File: src/ltsr_pkg.sv
// Shared types and constants for the light tracking servo ramp.
`default_nettype none

package ltsr_pkg;

    localparam int SAMPLE_W = 12;
    localparam int PULSE_W  = 12;
    localparam int ANGLE_W  = 8;
    localparam int CFG_W    = 12;
    localparam int CFG_IDX_W = 4;
    localparam int STEP_W   = 4;
    localparam int TICK_W   = 8;

    localparam logic [ANGLE_W-1:0] ANGLE_MAX = 8'd180;
    localparam logic [PULSE_W-1:0] POS_RESET = 12'd750;

    // Register indexes on the configuration port.
    localparam logic [CFG_IDX_W-1:0] REG_TOLERANCE    = 4'd0;
    localparam logic [CFG_IDX_W-1:0] REG_THRESHOLD    = 4'd1;
    localparam logic [CFG_IDX_W-1:0] REG_PULSE_MIN    = 4'd2;
    localparam logic [CFG_IDX_W-1:0] REG_PULSE_MAX    = 4'd3;
    localparam logic [CFG_IDX_W-1:0] REG_PULSE_CENTER = 4'd4;
    localparam logic [CFG_IDX_W-1:0] REG_CHECK_INTVL  = 4'd5;
    localparam logic [CFG_IDX_W-1:0] REG_TRACK_TICKS  = 4'd6;
    localparam logic [CFG_IDX_W-1:0] REG_ANGLE_TICKS  = 4'd7;

    typedef enum logic [1:0] {
        ACT_TICK  = 2'd0,
        ACT_TRACK = 2'd1,
        ACT_ANGLE = 2'd2
    } act_t;

    typedef enum logic [1:0] {
        MODE_IDLE  = 2'd0,
        MODE_TRACK = 2'd1,
        MODE_ANGLE = 2'd2
    } mode_t;

    typedef enum logic [1:0] {
        STOP_NONE     = 2'd0,
        STOP_REACHED  = 2'd1,
        STOP_SPLIT    = 2'd2,
        STOP_BALANCED = 2'd3
    } stop_t;

    typedef enum logic [1:0] {
        AMAP_SCALE  = 2'd0,
        AMAP_DIVIDE = 2'd1,
        AMAP_DONE   = 2'd2
    } amap_phase_t;

    typedef struct packed {
        logic [SAMPLE_W-1:0] tolerance;
        logic [SAMPLE_W-1:0] light_threshold;
        logic [PULSE_W-1:0]  pulse_min;
        logic [PULSE_W-1:0]  pulse_max;
        logic [PULSE_W-1:0]  pulse_center;
        logic [STEP_W-1:0]   check_interval;
        logic [TICK_W-1:0]   track_step_ticks;
        logic [TICK_W-1:0]   angle_step_ticks;
    } cfg_t;

    typedef struct packed {
        logic [PULSE_W-1:0] pwm_compare;
        logic               busy_res;
        logic               indicator_a;
        logic               indicator_b;
        stop_t              stop_cause;
    } res_t;

    // Product of angle and span is below 2^20; floor(2^20 / 180) gives a
    // quotient estimate that is low by at most one.
    localparam int PROD_W  = ANGLE_W + PULSE_W;
    localparam int RECIP_W = 13;
    localparam int RECIP_SHIFT = 20;
    localparam logic [RECIP_W-1:0] RECIP_180 = 13'd5825;
    localparam logic [PROD_W-1:0]  DIV_180   = 20'd180;

endpackage

`default_nettype wire

File: src/ltsr_cfg_regs.sv
// Configuration register file with write decode and reset defaults.
`default_nettype none

module ltsr_cfg_regs (
    input  wire logic                             aclk,
    input  wire logic                             aresetn,
    input  wire logic                             cfg_wr_en,
    input  wire logic [ltsr_pkg::CFG_IDX_W-1:0]   cfg_index,
    input  wire logic [ltsr_pkg::CFG_W-1:0]       cfg_wr_data,
    output ltsr_pkg::cfg_t                        cfg
);

    ltsr_pkg::cfg_t cfg_reg;
    ltsr_pkg::cfg_t cfg_next;

    always_comb begin
        cfg_next = cfg_reg;
        if (cfg_wr_en) begin
            unique case (cfg_index)
                ltsr_pkg::REG_TOLERANCE:    cfg_next.tolerance = cfg_wr_data;
                ltsr_pkg::REG_THRESHOLD:    cfg_next.light_threshold = cfg_wr_data;
                ltsr_pkg::REG_PULSE_MIN:    cfg_next.pulse_min = cfg_wr_data;
                ltsr_pkg::REG_PULSE_MAX:    cfg_next.pulse_max = cfg_wr_data;
                ltsr_pkg::REG_PULSE_CENTER: cfg_next.pulse_center = cfg_wr_data;
                ltsr_pkg::REG_CHECK_INTVL: begin
                    cfg_next.check_interval = cfg_wr_data[ltsr_pkg::STEP_W-1:0];
                end
                ltsr_pkg::REG_TRACK_TICKS: begin
                    cfg_next.track_step_ticks = cfg_wr_data[ltsr_pkg::TICK_W-1:0];
                end
                ltsr_pkg::REG_ANGLE_TICKS: begin
                    cfg_next.angle_step_ticks = cfg_wr_data[ltsr_pkg::TICK_W-1:0];
                end
                default: ;
            endcase
        end
    end

    always_ff @(posedge aclk) begin
        if (!aresetn) begin
            cfg_reg.tolerance        <= 12'd20;
            cfg_reg.light_threshold  <= 12'd2048;
            cfg_reg.pulse_min        <= 12'd250;
            cfg_reg.pulse_max        <= 12'd1250;
            cfg_reg.pulse_center     <= 12'd750;
            cfg_reg.check_interval   <= 4'd10;
            cfg_reg.track_step_ticks <= 8'd1;
            cfg_reg.angle_step_ticks <= 8'd10;
        end else begin
            cfg_reg <= cfg_next;
        end
    end

    assign cfg = cfg_reg;

endmodule

`default_nettype wire

File: src/ltsr_angle_map.sv
// Three-phase angle to compare value mapper: scale, divide by 180, offset.
`default_nettype none

module ltsr_angle_map (
    input  wire logic                            aclk,
    input  wire logic                            aresetn,
    input  wire ltsr_pkg::cfg_t                  cfg,
    input  wire logic                            active,
    input  wire logic                            can_out,
    input  wire logic [ltsr_pkg::ANGLE_W-1:0]    angle,
    output logic                                 done,
    output logic [ltsr_pkg::PULSE_W-1:0]         target
);

    localparam int PW = ltsr_pkg::PROD_W;
    localparam int QW = ltsr_pkg::PULSE_W;
    localparam int EW = PW + ltsr_pkg::RECIP_W;

    ltsr_pkg::amap_phase_t phase_reg, phase_next;

    logic [PW-1:0]  prod_reg, prod_next;
    logic           down_reg, down_next;
    logic [QW-1:0]  quot_reg, quot_next;

    logic [ltsr_pkg::ANGLE_W-1:0] angle_clamped;
    logic [QW-1:0]  span;
    logic [EW-1:0]  est_full;
    logic [PW-1:0]  remainder;
    logic [QW-1:0]  quot_fixed;

    always_comb begin
        phase_next = phase_reg;
        if (active) begin
            unique case (phase_reg)
                ltsr_pkg::AMAP_SCALE:  phase_next = ltsr_pkg::AMAP_DIVIDE;
                ltsr_pkg::AMAP_DIVIDE: phase_next = ltsr_pkg::AMAP_DONE;
                ltsr_pkg::AMAP_DONE: begin
                    if (can_out) begin
                        phase_next = ltsr_pkg::AMAP_SCALE;
                    end
                end
                default: phase_next = ltsr_pkg::AMAP_SCALE;
            endcase
        end
    end

    always_ff @(posedge aclk) begin
        if (!aresetn) begin
            phase_reg <= ltsr_pkg::AMAP_SCALE;
        end else begin
            phase_reg <= phase_next;
        end
    end

    // Scale phase: clamp the angle and multiply by the pulse span.
    always_comb begin
        angle_clamped = (angle > ltsr_pkg::ANGLE_MAX) ? ltsr_pkg::ANGLE_MAX : angle;
        down_next     = cfg.pulse_max < cfg.pulse_min;
        span          = down_next ? (cfg.pulse_min - cfg.pulse_max)
                                  : (cfg.pulse_max - cfg.pulse_min);
        prod_next     = PW'(angle_clamped) * PW'(span);
    end

    // Divide phase: reciprocal multiply gives the quotient or one less.
    always_comb begin
        est_full  = EW'(prod_reg) * EW'(ltsr_pkg::RECIP_180);
        quot_next = est_full[ltsr_pkg::RECIP_SHIFT +: QW];
    end

    always_ff @(posedge aclk) begin
        if (active && (phase_reg == ltsr_pkg::AMAP_SCALE)) begin
            prod_reg <= prod_next;
            down_reg <= down_next;
        end
        if (active && (phase_reg == ltsr_pkg::AMAP_DIVIDE)) begin
            quot_reg <= quot_next;
        end
    end

    // Final phase: correct the estimate and apply it from pulse_min.
    always_comb begin
        remainder  = prod_reg - PW'(quot_reg) * ltsr_pkg::DIV_180;
        quot_fixed = quot_reg + QW'(remainder >= ltsr_pkg::DIV_180);
        target     = down_reg ? (cfg.pulse_min - quot_fixed)
                              : (cfg.pulse_min + quot_fixed);
        done       = phase_reg == ltsr_pkg::AMAP_DONE;
    end

endmodule

`default_nettype wire

File: src/ltsr_ramp_core.sv
// Ramp state, item decode and the per-item state update.
`default_nettype none

module ltsr_ramp_core (
    input  wire logic                             aclk,
    input  wire logic                             aresetn,
    input  wire ltsr_pkg::cfg_t                   cfg,
    input  wire logic                             fire,
    input  wire ltsr_pkg::act_t                   action,
    input  wire logic [ltsr_pkg::SAMPLE_W-1:0]    light_a,
    input  wire logic [ltsr_pkg::SAMPLE_W-1:0]    light_b,
    input  wire logic [ltsr_pkg::PULSE_W-1:0]     angle_target,
    output ltsr_pkg::res_t                        res
);

    localparam int PW = ltsr_pkg::PULSE_W;
    localparam int SW = ltsr_pkg::SAMPLE_W;

    logic [PW-1:0]                   position_reg, position_next;
    logic [PW-1:0]                   goal_reg, goal_next;
    ltsr_pkg::mode_t                 mode_reg, mode_next;
    logic [ltsr_pkg::STEP_W-1:0]     step_reg, step_next;
    logic [ltsr_pkg::TICK_W-1:0]     presc_reg, presc_next;
    logic                            ind_a_reg, ind_a_next;
    logic                            ind_b_reg, ind_b_next;

    logic                            ramping;
    logic                            hi_a, hi_b;
    logic [SW-1:0]                   diff;
    logic [ltsr_pkg::TICK_W-1:0]     step_ticks;
    logic [ltsr_pkg::TICK_W-1:0]     presc_inc;
    logic [ltsr_pkg::STEP_W-1:0]     step_inc;
    logic [PW-1:0]                   track_target;
    ltsr_pkg::stop_t                 cause;

    always_comb begin
        ramping      = (mode_reg == ltsr_pkg::MODE_TRACK) ||
                       (mode_reg == ltsr_pkg::MODE_ANGLE);
        hi_a         = light_a > cfg.light_threshold;
        hi_b         = light_b > cfg.light_threshold;
        diff         = (light_a > light_b) ? (light_a - light_b) : (light_b - light_a);
        step_ticks   = (mode_reg == ltsr_pkg::MODE_TRACK) ? cfg.track_step_ticks
                                                         : cfg.angle_step_ticks;
        presc_inc    = presc_reg + 1'b1;
        step_inc     = step_reg + 1'b1;
        if (light_a > light_b) begin
            track_target = cfg.pulse_min;
        end else if (light_a < light_b) begin
            track_target = cfg.pulse_max;
        end else begin
            track_target = cfg.pulse_center;
        end

        position_next = position_reg;
        goal_next     = goal_reg;
        mode_next     = mode_reg;
        step_next     = step_reg;
        presc_next    = presc_reg;
        ind_a_next    = ind_a_reg;
        ind_b_next    = ind_b_reg;
        cause         = ltsr_pkg::STOP_NONE;

        if (fire) begin
            unique case (action)
                ltsr_pkg::ACT_TICK: begin
                    if (ramping) begin
                        if (presc_inc < step_ticks) begin
                            presc_next = presc_inc;
                        end else begin
                            presc_next = '0;
                            if (position_reg < goal_reg) begin
                                position_next = position_reg + 1'b1;
                            end else if (position_reg > goal_reg) begin
                                position_next = position_reg - 1'b1;
                            end
                            if (mode_reg == ltsr_pkg::MODE_TRACK) begin
                                if (step_inc >= cfg.check_interval) begin
                                    step_next = '0;
                                    // Split light takes precedence over balance.
                                    if (hi_a != hi_b) begin
                                        cause = ltsr_pkg::STOP_SPLIT;
                                    end else if (diff <= cfg.tolerance) begin
                                        cause = ltsr_pkg::STOP_BALANCED;
                                    end
                                end else begin
                                    step_next = step_inc;
                                end
                            end
                            if ((cause == ltsr_pkg::STOP_NONE) &&
                                (position_next == goal_reg)) begin
                                cause = ltsr_pkg::STOP_REACHED;
                            end
                            if (cause != ltsr_pkg::STOP_NONE) begin
                                mode_next  = ltsr_pkg::MODE_IDLE;
                                step_next  = '0;
                                presc_next = '0;
                            end
                        end
                    end
                end
                ltsr_pkg::ACT_TRACK: begin
                    if (mode_reg == ltsr_pkg::MODE_IDLE) begin
                        ind_a_next = !hi_a;
                        ind_b_next = !hi_b;
                        if (diff >= cfg.tolerance) begin
                            goal_next = track_target;
                            if (track_target != position_reg) begin
                                mode_next  = ltsr_pkg::MODE_TRACK;
                                step_next  = '0;
                                presc_next = '0;
                            end
                        end
                    end
                end
                ltsr_pkg::ACT_ANGLE: begin
                    if (mode_reg == ltsr_pkg::MODE_IDLE) begin
                        goal_next = angle_target;
                        if (angle_target != position_reg) begin
                            mode_next  = ltsr_pkg::MODE_ANGLE;
                            step_next  = '0;
                            presc_next = '0;
                        end
                    end
                end
                default: ;
            endcase
        end

        res.pwm_compare = position_next;
        res.busy_res    = mode_next != ltsr_pkg::MODE_IDLE;
        res.indicator_a = ind_a_next;
        res.indicator_b = ind_b_next;
        res.stop_cause  = cause;
    end

    always_ff @(posedge aclk) begin
        if (!aresetn) begin
            position_reg <= ltsr_pkg::POS_RESET;
            goal_reg     <= '0;
            mode_reg     <= ltsr_pkg::MODE_IDLE;
            step_reg     <= '0;
            presc_reg    <= '0;
            ind_a_reg    <= 1'b0;
            ind_b_reg    <= 1'b0;
        end else begin
            position_reg <= position_next;
            goal_reg     <= goal_next;
            mode_reg     <= mode_next;
            step_reg     <= step_next;
            presc_reg    <= presc_next;
            ind_a_reg    <= ind_a_next;
            ind_b_reg    <= ind_b_next;
        end
    end

endmodule

`default_nettype wire

File: src/light_tracking_servo_ramp.sv
// A tick or tracking item passes from the input register to the output register;
// an angle item also passes the angle mapper's scale, divide and done phases.
// Throughput: one item per cycle unless results stall; an angle item holds the
// input register through scale multiply, reciprocal multiply and correction.
// Reset: synchronous, active low; registers return to their defaults and the
// position to 750, both channels empty. No clearing pass is needed.
`default_nettype none

module light_tracking_servo_ramp (
    input  wire logic                             aclk,
    input  wire logic                             aresetn,
    input  wire logic                             cfg_wr_en,
    input  wire logic [ltsr_pkg::CFG_IDX_W-1:0]   cfg_index,
    input  wire logic [ltsr_pkg::CFG_W-1:0]       cfg_wr_data,
    input  wire logic                             s_valid,
    output logic                                  s_ready,
    input  wire logic [1:0]                       s_action,
    input  wire logic [ltsr_pkg::SAMPLE_W-1:0]    s_light_a,
    input  wire logic [ltsr_pkg::SAMPLE_W-1:0]    s_light_b,
    input  wire logic [ltsr_pkg::ANGLE_W-1:0]     s_angle,
    output logic                                  m_valid,
    input  wire logic                             m_ready,
    output logic [ltsr_pkg::PULSE_W-1:0]          m_pwm_compare,
    output logic                                  m_busy_res,
    output logic                                  m_indicator_a,
    output logic                                  m_indicator_b,
    output logic [1:0]                            m_stop_cause
);

    ltsr_pkg::cfg_t cfg;

    logic                               in_valid_reg, in_valid_next;
    ltsr_pkg::act_t                     in_action_reg;
    logic [ltsr_pkg::SAMPLE_W-1:0]      in_light_a_reg;
    logic [ltsr_pkg::SAMPLE_W-1:0]      in_light_b_reg;
    logic [ltsr_pkg::ANGLE_W-1:0]       in_angle_reg;

    logic                               out_valid_reg, out_valid_next;
    ltsr_pkg::res_t                     out_res_reg;

    logic                               in_xfer;
    logic                               can_out;
    logic                               is_angle;
    logic                               ang_done;
    logic                               in_fire;
    logic [ltsr_pkg::PULSE_W-1:0]       angle_target;
    ltsr_pkg::res_t                     core_res;

    ltsr_cfg_regs u_cfg (
        .aclk        (aclk),
        .aresetn     (aresetn),
        .cfg_wr_en   (cfg_wr_en),
        .cfg_index   (cfg_index),
        .cfg_wr_data (cfg_wr_data),
        .cfg         (cfg)
    );

    ltsr_angle_map u_angle (
        .aclk    (aclk),
        .aresetn (aresetn),
        .cfg     (cfg),
        .active  (in_valid_reg && is_angle),
        .can_out (can_out),
        .angle   (in_angle_reg),
        .done    (ang_done),
        .target  (angle_target)
    );

    ltsr_ramp_core u_core (
        .aclk         (aclk),
        .aresetn      (aresetn),
        .cfg          (cfg),
        .fire         (in_fire),
        .action       (in_action_reg),
        .light_a      (in_light_a_reg),
        .light_b      (in_light_b_reg),
        .angle_target (angle_target),
        .res          (core_res)
    );

    always_comb begin
        is_angle = in_action_reg == ltsr_pkg::ACT_ANGLE;
        can_out  = !out_valid_reg || m_ready;
        in_fire  = in_valid_reg && can_out && (!is_angle || ang_done);
        s_ready  = !in_valid_reg || in_fire;
        in_xfer  = s_valid && s_ready;

        in_valid_next = in_xfer ? 1'b1 : (in_fire ? 1'b0 : in_valid_reg);
        out_valid_next = in_fire ? 1'b1 : (m_ready ? 1'b0 : out_valid_reg);
    end

    always_ff @(posedge aclk) begin
        if (!aresetn) begin
            in_valid_reg  <= 1'b0;
            out_valid_reg <= 1'b0;
        end else begin
            in_valid_reg  <= in_valid_next;
            out_valid_reg <= out_valid_next;
        end
    end

    always_ff @(posedge aclk) begin
        if (in_xfer) begin
            in_action_reg  <= ltsr_pkg::act_t'(s_action);
            in_light_a_reg <= s_light_a;
            in_light_b_reg <= s_light_b;
            in_angle_reg   <= s_angle;
        end
        if (in_fire) begin
            out_res_reg <= core_res;
        end
    end

    assign m_valid       = out_valid_reg;
    assign m_pwm_compare = out_res_reg.pwm_compare;
    assign m_busy_res    = out_res_reg.busy_res;
    assign m_indicator_a = out_res_reg.indicator_a;
    assign m_indicator_b = out_res_reg.indicator_b;
    assign m_stop_cause  = out_res_reg.stop_cause;

endmodule

`default_nettype wire

File: config.mk
export PLATFORM = sky130hd
export DESIGN_NAME = light_tracking_servo_ramp
export DESIGN_NICKNAME = d
export VERILOG_FILES = /design/src/ltsr_pkg.sv /design/src/ltsr_cfg_regs.sv /design/src/ltsr_angle_map.sv /design/src/ltsr_ramp_core.sv /design/src/light_tracking_servo_ramp.sv
export SDC_FILE = /design/constraint.sdc
export NUM_CORES = 1
export LEC_CHECK = 0
export ABC_AREA = 1
export BUFFER_PORTS_ARGS = -buffer_cell sky130_fd_sc_hd__clkbuf_2
export CAP_MARGIN = 20
export CORE_MARGIN = 2
export CORE_UTILIZATION = 45
export DETAILED_ROUTE_END_ITERATION = 6
export PLACE_DENSITY_LB_ADDON = 0.12
export SYNTH_ARGS = -nofsm -noshare
export SYNTH_HDL_FRONTEND = slang
export SYNTH_SLANG_ARGS = --single-unit
File: constraint.sdc
create_clock -name aclk -period 9.95 [get_ports aclk]
set_clock_uncertainty 0.05 [all_clocks]
set_input_delay 1.99 -clock aclk [delete_from_list [all_inputs] [get_ports aclk]]
set_output_delay 1.99 -clock aclk [all_outputs]
set_load 0.005 [all_outputs]
==> metrics.md <==
| Metric | Value |
|---|---|
| Worst-path maximum fanout | `9` |
| Area grow syn2layout | `8.85%` |
| Iter 0 DRT Violations | `between 1,000 and 1,500` |
| Clock power frac | `10.1%` |
| Cells after Synth | `a little under 3,000` |
| Max Cap Violations | `0` |
| Vias | `between 15,000 and 20,000` |
| GP Congestion | `between 0.9 and 1` |
| CTS buffer count | `26` |
| Most common cell after layout, fill and taps aside | `nand2_1` |
| Slew Limit Fails | `0` |
| Hold Buf Count CTS | `0` |
| Final nets | `approximately 3,500` |
| Port Buffers | `73` |
| Mean Syn Cell Area | `between 7 and 8 um2` |
| Die X | `approximately 230 um` |
| Sw Share | `between 40% and 50%` |
| Tcrit/Tclk final | `around nine tenths` |
| LEAKAGE | `about 12 nW` |
| Crit-path max cell delay | `~0.46 ns` |
| WP data required | `approximately 10 ns` |
| Post-DR wirelength/cell | `16.2 um` |
| Final Hold Fails | `0` |
| Clock Sinks | `approximately 210` |
| R2R Path Start | `u_angle.quot_reg[2]$_DFFE_PP_` |
| Grt met3 use | `under 10%` |
| Sequential share of power | `between 10% and 20%` |
| Sequential area share after synthesis | `22.4%` |
| Cell Int Power | `approximately 4.8 mW` |
| Reg-to-Reg End | `u_core.presc_reg[7]$_SDFFE_PN0P_` |
| Root Buffer | `clkbuf_16` |
| Status | `finished clean` |
| Crit end category | `flip-flop` |
| Post-Route Utilization | `49.7%` |
| VDD IR max | `around 0.5 mV` |
| Vias in the first global route | `roughly 19,000` |
| Crit path arrival time | `9.40 ns` |
| M2 GR Usage | `around 39%` |
| Prevailing post-synth register cell | `dfxtp_1` |
| Max reg flops | `80` |
| FP Rows | `between 80 and 90` |
| Most frequent cells in the layout | `nand2_1, inv_1, ha_1, nor2_1, a21oi_1` |
| Post-synthesis register bit count | `~210` |
| Ant diodes | `0` |
| Antenna Violating Nets Remaining | `0` |
| Number of cells on the worst reg-to-reg path | `60` |
| Combinational share of power | `approximately three quarters` |
| Drc violations | `0` |
| Min Clock Period, post-route | `around 9 ns` |
| Clk slew on worst S/H paths | `0.06 ns` |
| CP max-delay cell | `edfxtp_1` |
| Die height | `227 um` |
| End of the critical path | `u_core.presc_reg[7]$_SDFFE_PN0P_` |
| Worst Max-Slew Pin Slew | `between 1 and 1.5 ns` |
| FMAX | `roughly 110 MHz` |
| Final Setup Violations | `0` |
| CP startpoint kind | `flip-flop` |
| Inst Count DP | `between 3,000 and 4,000` |
| Worst Setup SP | `u_angle.quot_reg[2]$_DFFE_PP_` |
| Detailed placement HPWL | `47.7 mm` |
| Drt total wl | `roughly 60 mm` |
| Final Hold Slack | `around 0.4 ns` |
| Most Crowded Layer GR | `met2` |
| # IOs | `74` |
| Global Route met1 Usage | `between 30 and 40%` |
| Psw | `approximately 4.8 mW` |
| Antenna violations before repair | `0` |
| TritonRoute pass-1 iters | `6` |
| Power per cell area | `between 300 and 400 nW/um2` |
| Synth cell types | `58` |
| Mapped Nets | `between 3,000 and 4,000` |
| RSZ-0062 raised after global routing | `false` |
| First-pass GRT wire length | `between 90 and 100 mm` |
| Tot Pwr | `around 9.5 mW` |
| Share of cells above drive strength 1 | `around 6.4%` |
| Post-Route Setup TNS | `0 ns` |
| GRT Residual Overflow | `0` |
| Die ar. | `51,500 um2` |
| GR Util All Layers | `23.6%` |
| Mapped Area | `about 22,000 um2` |
| Reg2reg setup slack | `slightly below 1 ns` |
| CTS Buffer Depth | `3` |
| CTS tree | `yes` |
| Post-synth EDFFs | `between 80 and 90` |
| Min-Delay Path Class | `reg -> reg` |
| Core area | `49,000 um2` |
| Critical path type | `reg -> reg` |
| CTS H-Tree Depth | `1` |
| Routed vias/inst | `about 5.2` |
| Clock Latency Late Sink | `0.57 ns` |
| Cell mode on critical path | `nand2_1` |
| Largest net degree at the start of global routing | `between 100 and 150` |
| Max_slew headroom | `27.3%` |
| Starting Density | `45.6%` |
| Fraction of registers with async set/reset | `0%` |
| Synthesis Warnings | `0` |
| Post-layout instance count excluding filler cells | `~3,600` |
-- power by group through the flow --
stage | registers [mW] | clock network [mW] | logic [mW]
floorplan | 1.34 | 0 | 5.68
global placement | 1.40 | 0 | 7.06
detailed placement | 1.40 | 0 | 7.15
CTS | 1.38 | 0.989 | 7.22
global route | 1.38 | 1.03 | 8.37
finish | 1.38 | 0.965 | 7.18
-- logic make-up after synthesis --
logic type	count (synthesis)	synth area share [%]
multiplexers	10	0.454
flip-flops	208	22.4
AND/OR/NAND/NOR	1071	20.7
adder cells (fa/ha/maj)	461	30.5
AO/OA/AOI/OAI	440	11.0
XOR/XNOR	120	4.83
buffers and inverters	592	10.2
-- worst min path at each step --
stage	start	depth (start not counted)	endpoint	slack, ns
4_1_cts	u_cfg.cfg[24]$_SDFFE_PN0P_	2	u_cfg.cfg[24]$_SDFFE_PN0P_	0.41
3_3_place_gp	u_cfg.cfg[76]$_SDFFE_PN0P_	2	u_cfg.cfg[76]$_SDFFE_PN0P_	0.39
5_1_grt	u_cfg.cfg[24]$_SDFFE_PN0P_	2	u_cfg.cfg[24]$_SDFFE_PN0P_	0.43
6_report	u_cfg.cfg[24]$_SDFFE_PN0P_	2	u_cfg.cfg[24]$_SDFFE_PN0P_	0.41
3_5_place_dp	u_cfg.cfg[24]$_SDFFE_PN0P_	2	u_cfg.cfg[24]$_SDFFE_PN0P_	0.40
2_1_floorplan	u_cfg.cfg[1]$_SDFFE_PN1P_	2	u_cfg.cfg[1]$_SDFFE_PN1P_	0.38
-- worst max-delay path, delay by kind of cell (launching register included) --
| kind | cells | cell delay (ns) |
|---|---|---|
| AOI/OAI and AO/OA | 9 | 1.39 |
| adders and majority gates | 10 | 2.96 |
| and+or+nand+nor | 30 | 2.96 |
| buffers and inverters | 9 | 0.75 |
| xor gates and xnor gates | 2 | 0.32 |
| DFF | 1 | 0.46 |
-- layer usage --
metal,wire (um),part of all wire (%)
met1,27600,47
met3,3130,5.3
met2,26800,45
met5,0,0
met4,1620,2.7
-- synth_stat cells (5+ instances only) --
| master | instances | area (um2) |
|---|---|---|
| a211oi_1 | 6 | 45.0 |
| a21o_1 | 12 | 90.1 |
| a21oi_1 | 196 | 981 |
| a31oi_1 | 15 | 93.8 |
| buf_2 | 15 | 75.1 |
| clkbuf_1 | 36 | 135 |
| dfxtp_1 | 124 | 2480 |
| edfxtp_1 | 84 | 2520 |
| fa_1 | 140 | 2800 |
| ha_1 | 321 | 4020 |
| inv_1 | 529 | 1990 |
| inv_2 | 5 | 18.8 |
| mux2i_1 | 9 | 90.1 |
| nand2_1 | 560 | 2100 |
| nand2_2 | 12 | 75.1 |
| nand3_1 | 153 | 766 |
| nand3_2 | 8 | 80.1 |
| nand3b_1 | 12 | 90.1 |
| nand4_1 | 46 | 288 |
| nor2_1 | 233 | 875 |
| nor3_1 | 20 | 100 |
| o211ai_1 | 22 | 165 |
| o21ai_0 | 146 | 731 |
| o21ai_1 | 7 | 35.0 |
| o21bai_1 | 10 | 75.1 |
| or2_2 | 7 | 43.8 |
| xnor2_1 | 37 | 324 |
| xor2_1 | 81 | 709 |
-- per-stage QoR --
stage | setup slack, ns | cell area (um2)
floorplan | 1.91 | 22300
global placement | 1.05 | 23400
detailed placement | 0.793 | 23400
CTS | 0.750 | 24200
global route | 0.0625 | 24300
finish | 0.969 | 24300
-- what timing repair did --
item                                    CTS  global route
setup buffers                             0             7
endpoints found under the setup margin    0            13
resized for setup                         0             2
-- area by class of cell --
class	count	area [um2]
well taps	664	831
fillers	4851	24600
clock inverters	11	97.6
inverters	535	2010
repair buffers	89	502
flip-flops and latches	208	5000
clock buffers	37	785
multi-input cells	2102	15100
Note: power is estimated with default switching activity, not from simulation.
